--- src/lcf_pkg.sv ---
package lcf_pkg;

  // Configuration register indexes.
  typedef enum logic [2:0] {
    REG_TAN_MIN      = 3'd0,
    REG_TAN_MAX      = 3'd1,
    REG_IMAGE_WIDTH  = 3'd2,
    REG_IMAGE_HEIGHT = 3'd3,
    REG_KEEP_COUNT   = 3'd4
  } reg_idx_e;

  localparam int unsigned CfgIdxBits  = 3;
  localparam int unsigned CfgDataBits = 16;

  // Controller states.
  typedef enum logic [3:0] {
    ST_IDLE,
    ST_READ,
    ST_PROD,
    ST_SUMS,
    ST_ANGLE,
    ST_POINT,
    ST_RANGE,
    ST_DIV,
    ST_EMIT,
    ST_STORE
  } state_e;

  // Commands from controller to datapath.
  typedef struct packed {
    logic load_seg;
    logic rd_mem;
    logic do_prod;
    logic do_sums;
    logic do_angle;
    logic do_point;
    logic do_range;
    logic div_start;
    logic div_step;
    logic pend_load;
    logic out_load;
    logic wr_mem;
  } cmd_t;

  // Status from datapath to controller.
  typedef struct packed {
    logic pass;
    logic div_done;
  } stat_t;

endpackage

--- src/lcf_ctrl.sv ---
module lcf_ctrl #(
  parameter int SegMax = 64
) (
  input  logic                      clk_i,
  input  logic                      rst_ni,
  input  logic                      in_valid_i,
  output logic                      in_ready_o,
  input  logic                      new_frame_i,
  input  logic [6:0]                keep_count_i,
  input  lcf_pkg::stat_t            stat_i,
  output lcf_pkg::cmd_t             cmd_o,
  output logic [$clog2(SegMax)-1:0] rd_idx_o,
  output logic [$clog2(SegMax)-1:0] wr_idx_o,
  output logic                      out_valid_o,
  input  logic                      out_ready_i,
  output logic [5:0]                partner_o,
  output logic                      last_o
);
  import lcf_pkg::*;

  localparam int IB = $clog2(SegMax);

  state_e      state_q, state_d;
  logic [6:0]  count_q, count_d;
  logic [6:0]  j_q, j_d;
  logic        out_valid_q, out_valid_d;
  logic        pend_q, pend_d;
  logic [5:0]  pend_idx_q, pend_idx_d;
  logic [5:0]  partner_q;
  logic        last_q;
  logic [6:0]  limit, cnt_eff;
  logic        accept, slot_free;

  assign limit     = (keep_count_i < 7'(SegMax)) ? keep_count_i : 7'(SegMax);
  assign cnt_eff   = new_frame_i ? 7'd0 : count_q;
  assign in_ready_o = (state_q == ST_IDLE) && !pend_q;
  assign accept    = in_valid_i && in_ready_o;
  assign slot_free = !out_valid_q || out_ready_i;
  assign rd_idx_o  = j_q[IB-1:0];
  assign wr_idx_o  = count_q[IB-1:0];

  // Next state.
  always_comb begin
    state_d = state_q;
    count_d = count_q;
    j_d     = j_q;
    unique case (state_q)
      ST_IDLE: begin
        if (accept) begin
          count_d = cnt_eff;
          j_d     = '0;
          if (cnt_eff >= limit) begin
            state_d = ST_IDLE;
          end else if (cnt_eff == 7'd0) begin
            state_d = ST_STORE;
          end else begin
            state_d = ST_READ;
          end
        end
      end
      ST_READ:  state_d = ST_PROD;
      ST_PROD:  state_d = ST_SUMS;
      ST_SUMS:  state_d = ST_ANGLE;
      ST_ANGLE: state_d = ST_POINT;
      ST_POINT: state_d = ST_RANGE;
      ST_RANGE: begin
        if (stat_i.pass) begin
          state_d = ST_DIV;
        end else begin
          j_d     = j_q + 1'b1;
          state_d = (j_q + 1'b1 >= count_q) ? ST_STORE : ST_READ;
        end
      end
      ST_DIV:   if (stat_i.div_done) state_d = ST_EMIT;
      ST_EMIT: begin
        if (slot_free) begin
          j_d     = j_q + 1'b1;
          state_d = (j_q + 1'b1 >= count_q) ? ST_STORE : ST_READ;
        end
      end
      ST_STORE: begin
        if (slot_free) begin
          count_d = count_q + 1'b1;
          state_d = ST_IDLE;
        end
      end
      default:  state_d = ST_IDLE;
    endcase
  end

  // Outputs and result holding.
  always_comb begin
    cmd_o            = '0;
    out_valid_d      = out_valid_q && !out_ready_i;
    pend_d           = pend_q;
    pend_idx_d       = pend_idx_q;
    cmd_o.load_seg   = accept;
    unique case (state_q)
      ST_READ:  cmd_o.rd_mem   = 1'b1;
      ST_PROD:  cmd_o.do_prod  = 1'b1;
      ST_SUMS:  cmd_o.do_sums  = 1'b1;
      ST_ANGLE: cmd_o.do_angle = 1'b1;
      ST_POINT: begin
        cmd_o.do_point = 1'b1;
        cmd_o.do_range = 1'b1;
      end
      ST_RANGE: cmd_o.div_start = stat_i.pass;
      ST_DIV:   cmd_o.div_step = !stat_i.div_done;
      ST_EMIT: begin
        // A crossing waits here; the previous one is sent when the next is known.
        if (slot_free) begin
          cmd_o.pend_load = 1'b1;
          cmd_o.out_load  = pend_q;
          out_valid_d     = pend_q;
          pend_d          = 1'b1;
          pend_idx_d      = 6'(j_q);
        end
      end
      ST_STORE: begin
        if (slot_free) begin
          cmd_o.wr_mem   = 1'b1;
          cmd_o.out_load = pend_q;
          out_valid_d    = pend_q;
          pend_d         = 1'b0;
        end
      end
      default: ;
    endcase
  end

  always_ff @(posedge clk_i or negedge rst_ni) begin
    if (!rst_ni) begin
      state_q     <= ST_IDLE;
      count_q     <= '0;
      j_q         <= '0;
      out_valid_q <= 1'b0;
      pend_q      <= 1'b0;
    end else begin
      state_q     <= state_d;
      count_q     <= count_d;
      j_q         <= j_d;
      out_valid_q <= out_valid_d;
      pend_q      <= pend_d;
    end
  end

  always_ff @(posedge clk_i) begin
    pend_idx_q <= pend_idx_d;
    if (slot_free && pend_q && (state_q == ST_EMIT || state_q == ST_STORE)) begin
      partner_q <= pend_idx_q;
      last_q    <= (state_q == ST_STORE);
    end
  end

  assign out_valid_o = out_valid_q;
  assign partner_o   = partner_q;
  assign last_o      = last_q;
endmodule

--- config.mk ---
export PLATFORM = sky130hd
export DESIGN_NAME = lcf_ctrl
export DESIGN_NICKNAME = d
export VERILOG_FILES = /design/src/lcf_pkg.sv /design/src/lcf_ctrl.sv
export SDC_FILE = /design/constraint.sdc
export NUM_CORES = 1
export LEC_CHECK = 0
export CORE_UTILIZATION = 26
export DETAILED_ROUTE_END_ITERATION = 6
export DONT_BUFFER_PORTS = 1
export GPL_TIMING_DRIVEN = 0
export SYNTH_ARGS = -nofsm -noshare
export SYNTH_HDL_FRONTEND = slang
export SYNTH_SLANG_ARGS = --single-unit
--- constraint.sdc ---
create_clock -name clk_i -period 2.7 [get_ports clk_i]
set_clock_uncertainty 0.1 [all_clocks]
set_input_delay 0.405 -clock clk_i [delete_from_list [all_inputs] [get_ports clk_i]]
set_output_delay 0.405 -clock clk_i [all_outputs]
set_load 0.01 [all_outputs]
==> results.toml <==
[outcome]
outcome = "finished clean"

[worst_setup_path]
arrival_ns = 1.92
required_ns = 2.19
worstSetupPathType = "reg2out"
endpoint_kind = "primary output"
crit_fanout = 10
critical_path.startpoint_type = "flip-flop"

[finish]
diodes = 0
finalNetCount = 271
instances_no_fill = 344
final_area_um2 = 2390
drive_gt1_frac = 0.120
nFillCells = 828
area.growth.synth_to_final_pct = 12.1

[grt]
grt_start_max_net_pins = 21
antenna_found_initial = 0
groute.usage.overall = 0.116
globalRoute.totalOverflow = 0
grt_pass1_vias = 1585
first_pass_grt_wire_length_um = 7780

[synth]
synth.yosys.seq_area_share = 0.419
post_syn_nets = 262
synth.avg_cell_area_um2 = 9.17
cell_area_synth_um2 = 2130
synth-edff-count = 13
synth_async_sr_flop_share = 0.606
synth_top_cells_by_count = "26 x nand2_1, 21 x nor2_1, 20 x dfrtp_1"
netlist_instances = 232
yosysWarnings = 0
top_post_synthesis_cells_by_area = "dfrtp_1 24%, edfxtp_1 18%, ha_1 9.4%, buf_4 4.9%, nand2b_1 4.7%"
yosysUniqueCellTypes = 43
yosys.area.top_type_share = 0.235
postSynthRegisterBits = 33
netlist.top_cell.by_area = "dfrtp_1"
synth.most_common_cell = "nand2_1"
ys.flop_type = "dfrtp_1"

[timing]
report.final.slew_viol_count = 0
period_needed_ns = 2.42
final-hold-violation-count = 0
max_slew_margin = 0.375
min_period_over_period = 0.897
rsz0062_at_grt = "no"
max_slew.worst_pin.slew_ns = 0.934
final.setup.worst_slack_ns = 0.277
max_freq_ghz = 0.413
finalSetupTns_ns = 0
finalSetupViolations = 0

[job]
cap_viol_max_count = 0

[power]
power.switching_fraction = 0.388
sequentialPowerShare = 0.365
power_leakage_nw = 1.03
ir_worst_vdd_mv = 0.282
clkPwrFrac = 0.233
p_per_area_nw_per_um2 = 811
internal-power_w = 0.00119
power_frac_comb = 0.403
power.switching_w = 0.000751

[floorplan]
floorplan_core_area_um2 = 7810
die_area_um2 = 8550
initial_utilization = 0.273
dieWidth_um = 92.5
pin_count = 47
num_rows = 32
die_y_um = 92.5

[route]
vias = 1685
antenna_viol_nets_final = 0
wire_per_inst_um = 13.8
per_cell_via_count_in_the_routed_design = 4.90
drc_errors = 0
drtIter0Drc = 48
firstDrtPassIters = 4
drt-total-wl_um = 4760

[hold_path]
holdCritPathClass = "in2reg"

[placed_design]
port_buffers = 0
dp_hpwl_um = 3680
dp.cells = 335
globalplace.congestion = 0.773
dpl-instance-area_um2 = 2270
detailedPlace.worstSlack_ns = 0.166

[clock_tree]
cts_buffers = 5
clk_root_buffer_cell = "clkbuf_8"
clock_tree.htree_level_count = 2
path_clk_slew_ns = 0.07
max-clock-path-buffers = 2
cts_post_setup_buffers_inserted = 0
cts_tree = "built"
clk_latency_ns = 0.29
clock_sink_count = 33
[final cells by class]
type / instances / area (µm²) / share of cell area
flip-flops and latches: 33 / 891 / 0.373
plain buffers: 22 / 139 / 0.0582
inverters: 13 / 48.8 / 0.0205
clock inverters: 2 / 33.8 / 0.0142
multi-input cells: 164 / 1060 / 0.443
well taps: 102 / 128 / 0.0535
clock buffers: 6 / 72.6 / 0.0304
repair buffers: 2 / 17.5 / 0.00734
[stage by stage]
| stage | util | hold slack (ns) | total power (W) |
|---|---|---|---|
| after floorplan | - | 0.00941 | 0.00130 |
| after global placement | 0.289 | 0.00996 | 0.00146 |
| after detailed placement | 0.291 | 0.00997 | 0.00148 |
| after CTS | 0.306 | 0.221 | 0.00195 |
| after global routing | 0.306 | 0.231 | 0.00208 |
| final | 0.306 | 0.224 | 0.00194 |
[per-layer routing]
layer  up-vias  global-route usage  part of all wire
met5         -                   0                 0
met4         0              0.0313             0.013
met3         5              0.0279             0.061
met2        54               0.181              0.44
met1       802               0.158              0.49
li1        824                   -                 -
[sequential cells by signal (all words and copies together), names as in the netlist]
register and count:
pend_q 1, pend_idx_q 6, last_o 1, state_q 4
j_q 7, partner_o 6, count_q 7, out_valid_o 1
[kinds of logic (layout without fill, tap and decap cells)]
kind of cell,after synthesis,after routing,synth area share
buf+inv,35,45,0.0882
flops,33,33,0.419
xor+xnor,5,5,0.0206
compound gates,46,46,0.149
fa+ha+maj,16,16,0.0941
simple gates,97,97,0.229
[power by group through the flow]
stage | clock network (W) | registers, W | logic, W
final | 0.000450 | 0.000706 | 0.000780
after detailed placement | 0 | 0.000715 | 0.000768
after CTS | 0.000462 | 0.000705 | 0.000778
after global routing | 0.000482 | 0.000720 | 0.000876
after floorplan | 0 | 0.000683 | 0.000618
after global placement | 0 | 0.000712 | 0.000747
[path summary, 6_finish.rpt]
path,start,endpoint,slack [ns],cells past startpoint
max reg2reg,j_q[0],state_q[3],0.39,10
max in group asynchronous,rst_ni,j_q[1],1.32,1
min,out_ready_i,out_valid_o,0.22,2
min reg2reg,pend_idx_q[4],partner_o[4],0.32,0
min in group asynchronous,rst_ni,count_q[1],0.60,1
max,state_q[1],cmd_o[3],0.28,4
[worst max-delay path, stage by stage (launching register included)]
cell	delay (ns)
dfrtp_1	0.32
clkbuf_1	0.28
clkbuf_1	0.38
nand3_1	0.15
nor3_1	0.50
[layout by cell type (no fill, tap or decap), drive strengths merged, types with 2 or more instances in the layout]
cell,synthesis,routed
a211oi,2,2
a21o,3,3
a21oi,3,3
a22o,3,3
a22oi,2,2
and3,5,5
and3b,2,2
buf,17,18
clkbuf,5,11
clkinv,1,2
dfrtp,20,20
edfxtp,13,13
ha,16,16
inv,12,12
nand2,26,26
nand2b,16,16
nand3,13,13
nor2,21,21
nor2b,2,2
nor3,4,4
nor3b,2,2
nor4,2,2
o211ai,4,4
o21ai,17,17
o31ai,3,3
xnor2,2,2
xor2,3,3
[repair_timing]
action                     in CTS  in global routing
gates resized for setup         0                  0
setup endpoints to repair       0                  0
hold endpoints to repair       20                  0
hold buffers                    1                  0
No activity file was read; power rests on OpenSTA's default activity.
